## src/design/assert_macros.svh

```systemverilog
// assertion macros used by user_id_scrambler_core
`ifndef ASSERT_MACROS_SVH
`define ASSERT_MACROS_SVH

// same-cycle implication, checked outside reset
`define ASSERT_SAME(label, clk, rst_n, ante, cons, msg) \
    label: assert property (@(posedge clk) disable iff (!(rst_n)) (ante) |-> (cons)) \
        else $error(msg);

// next-cycle implication, checked outside reset
`define ASSERT_NEXT(label, clk, rst_n, ante, cons, msg) \
    label: assert property (@(posedge clk) disable iff (!(rst_n)) (ante) |=> (cons)) \
        else $error(msg);

`endif

```

## src/design/uis_pkg.sv

```systemverilog
// types, constants and bit-mixing functions of the user id scrambler
`default_nettype none

package uis_pkg;

    localparam int unsigned ID_W            = 53;
    localparam int unsigned REM_W           = 10;
    localparam int unsigned HI_W            = ID_W - REM_W;
    localparam int unsigned DIV_STEPS       = HI_W;
    localparam int unsigned STEPS_PER_STAGE = 8;
    localparam int unsigned NUM_DIV_STAGES  =
        (DIV_STEPS + STEPS_PER_STAGE - 1) / STEPS_PER_STAGE;
    localparam int unsigned MIX_BYTES       = 6;

    localparam logic [ID_W-1:0] POLY     = 53'h0000000000635;
    localparam logic [ID_W-1:0] MIX_XOR_A = 53'h0B3B3B3B3B3B3;
    localparam logic [ID_W-1:0] MIX_XOR_B = 53'h05E5E5E5E5E5E;
    localparam logic [ID_W:0]   ID_LIMIT  = 54'd9999999999999999;

    typedef struct packed {
        logic [HI_W-1:0] hi;
        logic [ID_W-1:0] rem;
    } t_div_data;

    function automatic logic [3:0] nib_sub(input logic [3:0] n);
        logic [3:0] s;
        unique case (n)
            4'h0: s = 4'h4;
            4'h1: s = 4'hB;
            4'h2: s = 4'h7;
            4'h3: s = 4'h9;
            4'h4: s = 4'hF;
            4'h5: s = 4'h1;
            4'h6: s = 4'hD;
            4'h7: s = 4'h3;
            4'h8: s = 4'hC;
            4'h9: s = 4'h2;
            4'hA: s = 4'h6;
            4'hB: s = 4'hE;
            4'hC: s = 4'h8;
            4'hD: s = 4'h0;
            4'hE: s = 4'hA;
            default: s = 4'h5;
        endcase
        return s;
    endfunction

    // destination byte of each of the low six bytes
    function automatic int unsigned byte_dest(input int unsigned b);
        int unsigned d;
        unique case (b)
            0: d = 1;
            1: d = 5;
            2: d = 0;
            3: d = 4;
            4: d = 2;
            5: d = 3;
            default: d = b;
        endcase
        return d;
    endfunction

    // a slice of the long division over gf(2), one quotient bit per step
    function automatic logic [ID_W-1:0] div_steps(input logic [ID_W-1:0] rem_in,
                                                  input int unsigned first,
                                                  input int unsigned count);
        logic [ID_W-1:0] r;
        int unsigned     k;
        r = rem_in;
        for (int unsigned i = 0; i < STEPS_PER_STAGE; i++) begin
            k = first + i;
            if (i < count && k < DIV_STEPS) begin
                if (r[ID_W-1-k]) begin
                    r = r ^ (POLY << (DIV_STEPS - 1 - k));
                end
            end
        end
        return r;
    endfunction

    function automatic logic [ID_W-1:0] mix(input t_div_data d);
        logic [ID_W-1:0] w;
        logic [ID_W-1:0] rot;
        logic [ID_W-1:0] sub;
        logic [ID_W-1:0] perm;
        w   = {d.hi, d.rem[REM_W-1:0]} ^ MIX_XOR_A;
        rot = {w[REM_W-1:0], w[ID_W-1:REM_W]};
        sub = rot;
        for (int unsigned j = 0; j < 2 * MIX_BYTES; j++) begin
            sub[4*j +: 4] = nib_sub(rot[4*j +: 4]);
        end
        perm = sub;
        for (int unsigned i = 0; i < MIX_BYTES; i++) begin
            perm[8*byte_dest(i) +: 8] = sub[8*i +: 8];
        end
        return {perm[ID_W-2:0], perm[ID_W-1]} ^ MIX_XOR_B;
    endfunction

endpackage

`default_nettype wire

```

## src/design/uis_if.sv

```systemverilog
// valid/ready channel interfaces for input and result items
`default_nettype none

interface uis_in_if;
    logic        valid;
    logic        ready;
    logic [31:0] hw_id;
    logic [7:0]  gen_counter;
    logic [2:0]  model_code;
    logic [2:0]  region_code;

    modport source (output valid, hw_id, gen_counter, model_code, region_code,
                    input ready);
    modport sink   (input valid, hw_id, gen_counter, model_code, region_code,
                    output ready);
endinterface

interface uis_out_if;
    logic        valid;
    logic        ready;
    logic [52:0] scrambled_id;
    logic        status;

    modport source (output valid, scrambled_id, status, input ready);
    modport sink   (input valid, scrambled_id, status, output ready);
endinterface

`default_nettype wire

```

## src/design/user_id_scrambler_core.sv

```systemverilog
// user id scrambler top level: division slices, mixing stage, result register
// stages: the accepting edge loads the first of 6 division slices; the other
// slices, the mixing stage and the result register follow in that order
// throughput: one item per cycle unless the output stalls; each stage has its
// own valid bit, so bubbles close up and items fill in behind a stalled result
// reset: synchronous active low, clears every stage valid bit
`default_nettype none

`include "assert_macros.svh"

module user_id_scrambler_core
    import uis_pkg::*;
(
    input  wire logic i_clk,
    input  wire logic i_rst_n,
    uis_in_if.sink    i_in,
    uis_out_if.source o_out
);

    logic      s_valid [0:NUM_DIV_STAGES];
    logic      s_ready [0:NUM_DIV_STAGES];
    t_div_data s_data  [0:NUM_DIV_STAGES];
    logic [ID_W-1:0] base;

    logic            mix_valid;
    logic            mix_ready;
    logic [ID_W-1:0] mix_word;

    logic            r_out_valid;
    logic [ID_W-1:0] r_out_id;
    logic            r_out_status;
    logic            out_ready;

    assign base = ({50'd0, i_in.region_code} << 50) |
                  ({50'd0, i_in.model_code} << 47) |
                  ({21'd0, i_in.hw_id} << 15) |
                  ({45'd0, i_in.gen_counter} << 10);

    assign s_valid[0]    = i_in.valid;
    assign i_in.ready    = s_ready[0];
    assign s_data[0].hi  = base[ID_W-1:REM_W];
    assign s_data[0].rem = base;

    for (genvar g = 0; g < NUM_DIV_STAGES; g++) begin : g_div
        localparam int unsigned FIRST = g * STEPS_PER_STAGE;
        localparam int unsigned COUNT =
            (DIV_STEPS - FIRST < STEPS_PER_STAGE) ? DIV_STEPS - FIRST : STEPS_PER_STAGE;

        uis_div_stage #(
            .P_FIRST(FIRST),
            .P_COUNT(COUNT)
        ) u_div (
            .i_clk  (i_clk),
            .i_rst_n(i_rst_n),
            .i_valid(s_valid[g]),
            .o_ready(s_ready[g]),
            .i_data (s_data[g]),
            .o_valid(s_valid[g+1]),
            .i_ready(s_ready[g+1]),
            .o_data (s_data[g+1])
        );
    end

    uis_mix_stage u_mix (
        .i_clk  (i_clk),
        .i_rst_n(i_rst_n),
        .i_valid(s_valid[NUM_DIV_STAGES]),
        .o_ready(s_ready[NUM_DIV_STAGES]),
        .i_data (s_data[NUM_DIV_STAGES]),
        .o_valid(mix_valid),
        .i_ready(mix_ready),
        .o_word (mix_word)
    );

    // result register with the sixteen-digit range check
    assign out_ready = !r_out_valid || o_out.ready;
    assign mix_ready = out_ready;

    always_ff @(posedge i_clk) begin
        if (!i_rst_n) begin
            r_out_valid <= 1'b0;
        end else if (out_ready) begin
            r_out_valid <= mix_valid;
        end
    end

    always_ff @(posedge i_clk) begin
        if (out_ready && mix_valid) begin
            r_out_id     <= mix_word;
            r_out_status <= ({1'b0, mix_word} > ID_LIMIT);
        end
    end

    assign o_out.valid        = r_out_valid;
    assign o_out.scrambled_id = r_out_id;
    assign o_out.status       = r_out_status;

    `ASSERT_NEXT(a_mix_held, i_clk, i_rst_n, mix_valid && !mix_ready,
                 mix_valid && $stable(mix_word), "mixed item lost while stalled")
    `ASSERT_NEXT(a_mix_moves, i_clk, i_rst_n, mix_valid && mix_ready,
                 r_out_valid && (r_out_id == $past(mix_word)), "mixed item not passed on")
    `ASSERT_SAME(a_bubble_in, i_clk, i_rst_n, !s_valid[1], i_in.ready,
                 "input refused with empty first stage")
    `ASSERT_SAME(a_out_free, i_clk, i_rst_n, !r_out_valid, mix_ready,
                 "mixing stage stalled behind empty result register")

endmodule

`default_nettype wire

```

## src/design/uis_div_stage.sv

```systemverilog
// one registered slice of the polynomial division
`default_nettype none

module uis_div_stage
    import uis_pkg::*;
#(
    parameter int unsigned P_FIRST = 0,
    parameter int unsigned P_COUNT = STEPS_PER_STAGE
) (
    input  wire logic      i_clk,
    input  wire logic      i_rst_n,
    input  wire logic      i_valid,
    output logic           o_ready,
    input  wire t_div_data i_data,
    output logic           o_valid,
    input  wire logic      i_ready,
    output t_div_data      o_data
);

    logic      r_valid;
    t_div_data r_data;
    t_div_data n_data;

    assign o_ready = !r_valid || i_ready;

    always_comb begin
        n_data     = i_data;
        n_data.rem = div_steps(i_data.rem, P_FIRST, P_COUNT);
    end

    always_ff @(posedge i_clk) begin
        if (!i_rst_n) begin
            r_valid <= 1'b0;
        end else if (o_ready) begin
            r_valid <= i_valid;
        end
    end

    always_ff @(posedge i_clk) begin
        if (o_ready && i_valid) begin
            r_data <= n_data;
        end
    end

    assign o_valid = r_valid;
    assign o_data  = r_data;

endmodule

`default_nettype wire

```

## src/design/uis_mix_stage.sv

```systemverilog
// registered stage for xor, rotations, nibble substitution and byte shuffle
`default_nettype none

module uis_mix_stage
    import uis_pkg::*;
(
    input  wire logic      i_clk,
    input  wire logic      i_rst_n,
    input  wire logic      i_valid,
    output logic           o_ready,
    input  wire t_div_data i_data,
    output logic           o_valid,
    input  wire logic      i_ready,
    output logic [ID_W-1:0] o_word
);

    logic            r_valid;
    logic [ID_W-1:0] r_word;
    logic [ID_W-1:0] n_word;

    assign o_ready = !r_valid || i_ready;
    assign n_word  = mix(i_data);

    always_ff @(posedge i_clk) begin
        if (!i_rst_n) begin
            r_valid <= 1'b0;
        end else if (o_ready) begin
            r_valid <= i_valid;
        end
    end

    always_ff @(posedge i_clk) begin
        if (o_ready && i_valid) begin
            r_word <= n_word;
        end
    end

    assign o_valid = r_valid;
    assign o_word  = r_word;

endmodule

`default_nettype wire

```

## src/flat_wrapper.sv

```systemverilog
// flat-port wrapper written by rule: the top's interface ports become plain ports
module user_id_scrambler_core_flat import uis_pkg::*;
  (i_clk, i_rst_n, i_in_valid, i_in_hw_id, i_in_gen_counter, i_in_model_code, i_in_region_code, i_in_ready, o_out_valid, o_out_scrambled_id, o_out_status, o_out_ready);
  uis_in_if i_in_i ();
  uis_out_if o_out_i ();
  input  wire logic i_clk;
  input  wire logic i_rst_n;
  input wire logic [$bits(i_in_i.valid)-1:0] i_in_valid;
  input wire logic [$bits(i_in_i.hw_id)-1:0] i_in_hw_id;
  input wire logic [$bits(i_in_i.gen_counter)-1:0] i_in_gen_counter;
  input wire logic [$bits(i_in_i.model_code)-1:0] i_in_model_code;
  input wire logic [$bits(i_in_i.region_code)-1:0] i_in_region_code;
  output wire logic [$bits(i_in_i.ready)-1:0] i_in_ready;
  output wire logic [$bits(o_out_i.valid)-1:0] o_out_valid;
  output wire logic [$bits(o_out_i.scrambled_id)-1:0] o_out_scrambled_id;
  output wire logic [$bits(o_out_i.status)-1:0] o_out_status;
  input wire logic [$bits(o_out_i.ready)-1:0] o_out_ready;
  assign i_in_i.valid = i_in_valid;
  assign i_in_i.hw_id = i_in_hw_id;
  assign i_in_i.gen_counter = i_in_gen_counter;
  assign i_in_i.model_code = i_in_model_code;
  assign i_in_i.region_code = i_in_region_code;
  assign i_in_ready = i_in_i.ready;
  assign o_out_valid = o_out_i.valid;
  assign o_out_scrambled_id = o_out_i.scrambled_id;
  assign o_out_status = o_out_i.status;
  assign o_out_i.ready = o_out_ready;
  user_id_scrambler_core u_core (.i_clk(i_clk), .i_rst_n(i_rst_n), .i_in(i_in_i), .o_out(o_out_i));
endmodule
```

## config.mk

```make
export PLATFORM = sky130hd
export DESIGN_NAME = user_id_scrambler_core_flat
export DESIGN_NICKNAME = d
export VERILOG_FILES = /design/src/design/uis_pkg.sv /design/src/design/uis_if.sv /design/src/design/user_id_scrambler_core.sv /design/src/design/uis_div_stage.sv /design/src/design/uis_mix_stage.sv /design/src/flat_wrapper.sv
export VERILOG_INCLUDE_DIRS = /design/src /design/src/design
export SDC_FILE = /design/constraint.sdc
export NUM_CORES = 1
export LEC_CHECK = 0
export BUFFER_PORTS_ARGS = -buffer_cell sky130_fd_sc_hd__clkbuf_2
export CORE_AREA = 4 4 289 291
export CTS_CLUSTER_DIAMETER = 40
export DETAILED_ROUTE_END_ITERATION = 7
export DIE_AREA = 0 0 293 295
export PLACE_DENSITY = 0.56
export SKIP_CTS_REPAIR_TIMING = 1
export SLEW_MARGIN = 20
export SYNTH_ARGS = -nofsm -noshare
export SYNTH_HDL_FRONTEND = slang
export SYNTH_HIERARCHICAL = 1
export SYNTH_SLANG_ARGS = --single-unit
```

## constraint.sdc

```tcl
create_clock -name i_clk -period 4 [get_ports i_clk]
set_input_delay 0 -clock i_clk [delete_from_list [all_inputs] [get_ports i_clk]]
set_output_delay 0 -clock i_clk [all_outputs]
set_load 0.03 [all_outputs]
```

==> results.env, run 1 <==
WORSTHOLDPATHCELLS=2
SLEW_VIOL_FINAL=0
SWSHARE_PCT=20.34
WORST_CLOCK_SKEW_PS=9.919
P_CLK_SHARE_PCT=38.6
VIA_COUNT_OF_THE_FIRST_GLOBAL_ROUTING_PASS=8215
WORST_PIN_SLEW_PS=855.8
SEQ_POWER_SHARE_PCT=53.8
FINAL_WORST_HOLD_SLACK_PS=194.2
TIMING.CRITICAL_PATH.ARRIVAL_PS=2890
RR_STARTPOINT='u_core/o_out.valid'
GRT_ANTENNA_BEFORE_REPAIR=6
VIAS_PER_CELL=3.544
DP_CELLS=2082
GRT_USE_TOTAL_PCT=6.555
HPWL_MM=20.37
DRC_ERRORS=0
INTERNAL_POWER_mW=9.629
DR_TOTAL_VIAS=7900
POWER_PER_CELL_AREA_mW_PER_MM2=519.4
RUN_STATUS='completed'
YOSYS_WARNINGS=6
CRIT_TYPE='reg2reg'
CPMAXSTAGEDELAYCELL='and2_4'
WORST-R2R-CELL-COUNT=10
DIE_AREA_MM2=0.08644
WORST_PATH_MAX_FANOUT=45
REGTOREGENDPOINT='u_core/g_div[0].u_div/o_data[10]'
P_LEAK_nW=8.093
VDD_DROP_MAX_mV=0.2952
FINAL-INSTANCE-COUNT-EXCL-FILL=2229
DIE_X_UM=293
COREAREA_MM2=0.08055
SYNTHESIS.AREA_PER_INSTANCE_UM2=21.09
ACHIEVABLE-FREQUENCY_MHz=377.3
FLOORPLAN.IO_PINS=106
GPL.FINAL_WEIGHTED_CONGESTION=0.7278
CLKSLEWWORSTSETUPHOLDPATHS_PS=60
GRT_MAX_DEGREE=81
GLOBAL_ROUTE.OVERFLOW_TOTAL=0
SETUP-TNS-FINAL_PS=0
CRIT_PATH_CELL_TRACE='nand2b_4 > nand2b_1 > nand2b_1 > nand2b_1 > nand2b_1 > nand2b_1 > nand2b_1 > nand2b_1 > and2_4 > buf_12'
AREA.SEQUENTIAL_MM2=0.01575
INITIAL_UTILIZATION_PCT=23.80
H_TREE_LEVELS=2
CRITICAL-PATH-MAX-STAGE-DELAY_PS=540
ENDPOINT='u_core/g_div[0].u_div/o_data[10]'
NUM-NETS-FINAL=1200
CRITPATHMOSTFREQUENTCELL='nand2b_1'
FINAL_SETUP_VIOLATION_COUNT=0
NUM-FILL-CELLS=7780
CP_DATA_REQUIRED_TIME_PS=4240
DETAILEDROUTE.FIRSTPASSITERATIONCOUNT=4
FP-ROW-COUNT=104
CRITICAL_PATH_SOURCE_TYPE='flop'
CLK_PATH_BUF_DEPTH=3
RSZ0062_AT_GRT='no'
GRT_FIRST_PASS_WIRELENGTH_MM=45.22
FINAL_MIN_PERIOD_OVER_CLOCK_PERIOD_PCT=66.26
HOLDCRITPATHCLASS='in2reg'
CTS_MADE_BUFFERS=51
CTS_TREE='built'
SYN2LAYOUT_AREA_GROWTH_PCT=21.41
CLOCK_SINK_COUNT=527
FINALHOLDVIOLATIONS=0
SLEW_HEADROOM_PCT=42.95
TOTALPOWERFINAL_mW=12.09
WIRE_PER_INST_UM=12.95
SYNTHCELLS=909
CTS.ROOT.BUFFER_CELL='clkbuf_16'
DRTANTENNAVIOLNETS=0
DETAIL_ROUTE.ITER0.VIOLATIONS=319
PLACEMENT.IO_BUFFERS=104
LAYOUT_CELL_SHARE_WITH_DRIVE_STRENGTH_BEYOND_1_PCT=19.13
CRIT_START='u_core/o_out.valid'
RRSETUPSLACK_PS=1350
PERIOD_NEEDED_PS=2651
SHARE_COMB_OF_TOTAL_POWER_PCT=7.6
SWITCHINGPOWER_mW=2.459
SYNTH.CELL_AREA_MM2=0.01917
MULTIINPUTGATEAREA_MM2=0.003244
DRV.MAX_CAP_VIOLATION_COUNT=0
DIE_HEIGHT_UM=295
CLK_LATENCY_PS=550
END_KIND='flop'
ROUTED_WL_MM=28.86
## critical path, delay by kind of cell (launching register included)
family	cells	cell delay [ps]
DFF	1	330
and+or+nand+nor	9	1610
buffers and inverters	1	310
## layout make-up
type / count / area share [%]
repair buffers: 162 / 4.763
inverters: 50 / 0.8064
clock buffers: 58 / 5.596
well taps: 1060 / 5.699
multi-input cells: 334 / 13.94
diodes: 3 / 0.03226
flip-flops and latches: 527 / 67.65
clock inverters: 35 / 1.511
## registers in the layout (all words and copies together), names as in the netlist
name	flops
u_core/g_div.u_div/o_data	413
u_core/o_out.scrambled_id	53
u_core/u_mix/o_word	53
u_core/g_div.u_div/o_valid	6
u_core/o_out.valid	1
u_core/u_mix/o_valid	1
## per-stage QoR
step           setup slack [ps]  utilization, %  instance area, um^2
2_1_floorplan             450.7               -                19210
3_3_place_gp               1416           26.20                21100
3_5_place_dp               1381           26.20                21100
4_1_cts                    1348           28.25                22750
5_1_grt                    1142           28.89                23270
6_report                   1349           28.89                23270
## per-layer routing
metal	part of all wire [%]	track usage (%)	up-vias
met5	0.14	0	-
li1	-	-	3886
met1	40	6.891	3826
met4	4.0	3.314	6
met2	52	11.78	114
met3	4.0	2.126	68
## how the worst min path moves through the flow
| stage | startpoint | to | slack [ps] |
|---|---|---|---|
| after detailed placement | i_in_gen_counter[0] | u_core/g_div[0].u_div/o_data[53] | 200 |
| after floorplan | i_in_gen_counter[0] | u_core/g_div[0].u_div/o_data[10] | 100 |
| after global placement | i_in_hw_id[9] | u_core/g_div[0].u_div/o_data[67] | 190 |
| after global routing | i_in_gen_counter[2] | u_core/g_div[0].u_div/o_data[55] | 180 |
| final | i_in_hw_id[21] | u_core/g_div[0].u_div/o_data[79] | 190 |
| after CTS | i_in_gen_counter[0] | u_core/g_div[0].u_div/o_data[53] | -400 |
## cell usage in the layout (no fill, tap or decap), types with 5 or more instances in the layout
cell,count
edfxtp_1,519
clkbuf_2,104
xnor2_1,63
clkbuf_16,51
dlygate4sd3_1,51
inv_1,49
o21ai_0,31
xnor3_1,30
xor2_1,24
ha_1,24
nand2_1,14
nand2b_1,12
nor2_1,12
conb_1,11
mux2i_1,11
dfxtp_1,8
inv_6,7
clkinv_2,7
clkinv_1,7
clkbuf_1,7
a21boi_0,7
a21oi_1,7
xnor3_2,6
nand3_1,6
bufinv_16,5
xor2_2,5
xnor2_2,5
xor3_1,5
buf_4,5
o32a_1,5
o211ai_1,5
o31ai_1,5
## power groups by stage
stage / combinational (mW) / clock (mW) / sequential (mW)
4_1_cts: 0.897 / 4.85 / 6.51
3_5_place_dp: 0.887 / 0 / 6.63
3_3_place_gp: 0.882 / 0 / 6.62
6_report: 0.917 / 4.67 / 6.50
2_1_floorplan: 0.718 / 0 / 6.58
5_1_grt: 0.994 / 5.07 / 6.52
Power figures use the tool's default switching activity.
==> run 2: changes to the inputs <==
--- a/config.mk
+++ b/config.mk
@@ -11,7 +11,7 @@
 export CTS_CLUSTER_DIAMETER = 40
 export DETAILED_ROUTE_END_ITERATION = 7
 export DIE_AREA = 0 0 293 295
-export PLACE_DENSITY = 0.56
+export PLACE_DENSITY = 0.54
 export SKIP_CTS_REPAIR_TIMING = 1
 export SLEW_MARGIN = 20
 export SYNTH_ARGS = -nofsm -noshare
==> constraint.sdc (replaced) <==
create_clock -name i_clk -period 2.58 [get_ports i_clk]
set_input_delay 0 -clock i_clk [delete_from_list [all_inputs] [get_ports i_clk]]
set_output_delay 0 -clock i_clk [all_outputs]
set_load 0.03 [all_outputs]
==> run 2 against run 1 <==
Effect of this change: clock skew grew 5.3 ps; utilization is essentially flat; cell count is essentially flat; clock power grew 49%; first-iteration DRC count grew 4.4%; worst hold slack lost 4.3 ps; sequential cell count is the same; sequential share of layout area shrank 0.074 points; global-route usage shrank 0.11 points; clock-buffer cell count shrank 3; combinational power grew 57%; routed wire length shrank 1.5%.
==> results.env, run 2 (synthesis gave the netlist of run 1 again) <==
VIAS_PER_CELL=3.528  # was 3.544
ROUTED_WL_MM=28.43  # was 28.86 mm
POSTLAYOUTCOREUTIL_PCT=28.93  # was 28.89%
FINAL_SETUP_VIOLATION_COUNT=0  # unchanged
CLKSLEWWORSTSETUPHOLDPATHS_PS=60  # about the same
DP_CELLS=2089  # was 2082
END_KIND='primary output'  # was flop
WIRE_PER_INST_UM=12.74  # was 12.95 um
H_TREE_LEVELS=2  # unchanged
P_LEAK_nW=8.086  # was 8.093 nW
DRV.MAX_CAP_VIOLATION_COUNT=0  # unchanged
FP-ROW-COUNT=104  # unchanged
FINAL_WORST_HOLD_SLACK_PS=189.9  # was 194.2 ps
HOLD_PATH_END='u_core/g_div[0].u_div/o_data[54]'  # was u_core/g_div[0].u_div/o_data[79]
WORST_CLOCK_SKEW_PS=15.25  # was 9.919 ps
SLEW_HEADROOM_PCT=52.70  # was 42.95%
CRITICAL_PATH_SOURCE_TYPE='flop'  # unchanged
CRITPATHTOPFAMILY='simple AND/OR/NAND/NOR gates'  # unchanged
LAYOUT_CELL_SHARE_WITH_DRIVE_STRENGTH_BEYOND_1_PCT=19.66  # was 19.13%
MIN-DELAY-START='i_in_gen_counter[1]'  # was i_in_hw_id[21]
GRT_USE_TOTAL_PCT=6.443  # was 6.555%
MOST-COMMON-LAYOUT-CELLS='edfxtp_1, clkbuf_2, xnor2_1, dlygate4sd3_1, inv_1'  # was edfxtp_1, clkbuf_2, xnor2_1, clkbuf_16, dlygate4sd3_1
TOTALPOWERFINAL_mW=18.47  # was 12.09 mW
COREAREA_MM2=0.08055  # unchanged
CRIT_TYPE='reg2out'  # was reg2reg
TIMING.CRITICAL_PATH.ARRIVAL_PS=2370  # was 2890 ps
GLOBAL_ROUTE.OVERFLOW_TOTAL=0  # unchanged
GPL.FINAL_WEIGHTED_CONGESTION=0.7534  # was 0.7278
HOLDCRITPATHCLASS='in2reg'  # unchanged
RR_STARTPOINT='u_core/o_out.valid'  # unchanged
CP_DATA_REQUIRED_TIME_PS=2580  # was 4240 ps
VDD_DROP_MAX_mV=0.3863  # was 0.2952 mV
GRT_FIRST_PASS_WIRELENGTH_MM=43.91  # was 45.22 mm
ACHIEVABLE-FREQUENCY_MHz=421.6
GRT_ANTENNA_BEFORE_REPAIR=7  # was 6
CPMAXSTAGEDELAYCELL='dfxtp_2'  # was and2_4
WORST_PIN_SLEW_PS=709.5  # was 855.8 ps
DRTANTENNAVIOLNETS=0  # unchanged
NUM-FILL-CELLS=7809  # was 7780
FINALHOLDVIOLATIONS=0  # unchanged
SYN2LAYOUT_AREA_GROWTH_PCT=21.55  # was 21.41%
AREA_OF_PLACED_INSTANCES_MM2=0.02121  # was 0.02110 mm^2
CTS_MADE_BUFFERS=46  # was 51
CRITPATHMOSTFREQUENTCELL='nand2b_1'  # unchanged
PLACEMENT.IO_BUFFERS=104  # unchanged
DIE_AREA_MM2=0.08644  # unchanged
CLK_PATH_BUF_DEPTH=3  # unchanged
CLOCK_SINK_COUNT=527  # unchanged
WORST_PATH_MAX_FANOUT=3  # was 45
VIA_COUNT_OF_THE_FIRST_GLOBAL_ROUTING_PASS=8055  # was 8215
CTS_TREE='built'  # unchanged
FINAL_MIN_PERIOD_OVER_CLOCK_PERIOD_PCT=91.94
NUM-NETS-FINAL=1201  # was 1200
POWER_PER_CELL_AREA_mW_PER_MM2=792.8  # was 519.4 mW/mm^2
CTS.ROOT.BUFFER_CELL='clkbuf_16'  # unchanged
HPWL_MM=20.37  # about the same
CRITICAL-PATH-MAX-STAGE-DELAY_PS=350  # was 540 ps
STDCELL_AREA_MM2=0.02330  # was 0.02327 mm^2
WORSTHOLDPATHCELLS=2  # unchanged
GRT_MAX_DEGREE=65  # was 81
INITIAL_UTILIZATION_PCT=23.80  # unchanged
DETAIL_ROUTE.ITER0.VIOLATIONS=333  # was 319
PERIOD_NEEDED_PS=2372
FLOORPLAN.IO_PINS=106  # unchanged
FINAL-INSTANCE-COUNT-EXCL-FILL=2231  # was 2229
CRIT_PATH_CELL_TRACE='nand2b_4 > nand2b_1 > nand2b_1 > nand2b_1 > nand2b_1 > nand2b_1 > nand2b_1 > nand2b_2 > buf_2'  # was nand2b_4 > nand2b_1 > nand2b_1 > nand2b_1 > nand2b_1 > nand2b_1 > nand2b_1 > nand2b_1 > and2_4 > buf_12
RRSETUPSLACK_PS=230  # was 1350 ps
DIE_HEIGHT_UM=295  # unchanged
DETAILEDROUTE.FIRSTPASSITERATIONCOUNT=6  # was 4
DRC_ERRORS=0  # unchanged
LARGEST_REGISTER_FF_COUNT=413  # unchanged
RUN_STATUS='completed'  # unchanged
DR_TOTAL_VIAS=7871  # was 7900
CRITICAL_PATH_BUF_INV_COUNT=1  # unchanged
CLK_LATENCY_PS=560  # was 550 ps
REGTOREGENDPOINT='u_core/g_div[0].u_div/o_data[85]'  # was u_core/g_div[0].u_div/o_data[10]
DIE_X_UM=293  # unchanged
SLEW_VIOL_FINAL=0  # unchanged
WORST-R2R-CELL-COUNT=10  # unchanged
LAYOUT_COMMONEST_CELL='edfxtp_1'  # unchanged
RSZ0062_AT_GRT='no'  # unchanged
run 2: final cells by class:
type,instances,area [um^2],area share (%)
multi-input combinational,334,3246,13.93
sequential,527,15750,67.58
timing repair buffer,168,1201,5.155
antenna,6,15.01,0.06444
inverter,50,187.7,0.8055
clock buffer,55,1215,5.214
tap,1060,1326,5.692
clock inverter,31,364.1,1.563
run 2: where the power goes:
| part | internal, mW | leakage (nW) | switching (mW) | total (mW) |
|---|---|---|---|---|
| Clock | 4.02 | 0.755 | 2.93 | 6.95 |
| Combinational | 0.882 | 2.47 | 0.563 | 1.44 |
| Sequential | 9.87 | 4.86 | 0.208 | 10.1 |
| Total | 14.8 | 8.09 | 3.70 | 18.5 |
run 2: worst max-delay path by stage:
| stage | start | end | slack, ps | depth (start not counted) |
|---|---|---|---|---|
| detailed placement | u_core/o_out.valid | u_core/g_div[0].u_div/o_data[60] | 220 | 10 |
| CTS | u_core/o_out.valid | i_in_ready | 110 | 9 |
| floorplan | u_core/o_out.valid | u_core/g_div[0].u_div/o_data[0] | -6 | 9 |
| global route | u_core/o_out.valid | i_in_ready | 20 | 9 |
| global placement | u_core/o_out.valid | u_core/g_div[0].u_div/o_data[59] | 200 | 10 |
| finish | u_core/o_out.valid | i_in_ready | 210 | 9 |
run 2: per-layer routing:
layer / vias up / share of wire, % / GRT usage, %
met1: 3784 / 39 / 6.695
met3: 60 / 4.1 / 1.893
met2: 129 / 53 / 12.05
met5: - / 0.046 / 0
li1: 3896 / - / -
met4: 2 / 3.4 / 2.779
run 2: metrics by stage:
stage                     TNS (ps)  setup slack (ps)
after floorplan             -502.4            -5.709
after global placement           0             197.6
after detailed placement         0             215.2
after CTS                        0             112.1
after global routing             0             17.79
final                            0             208.1
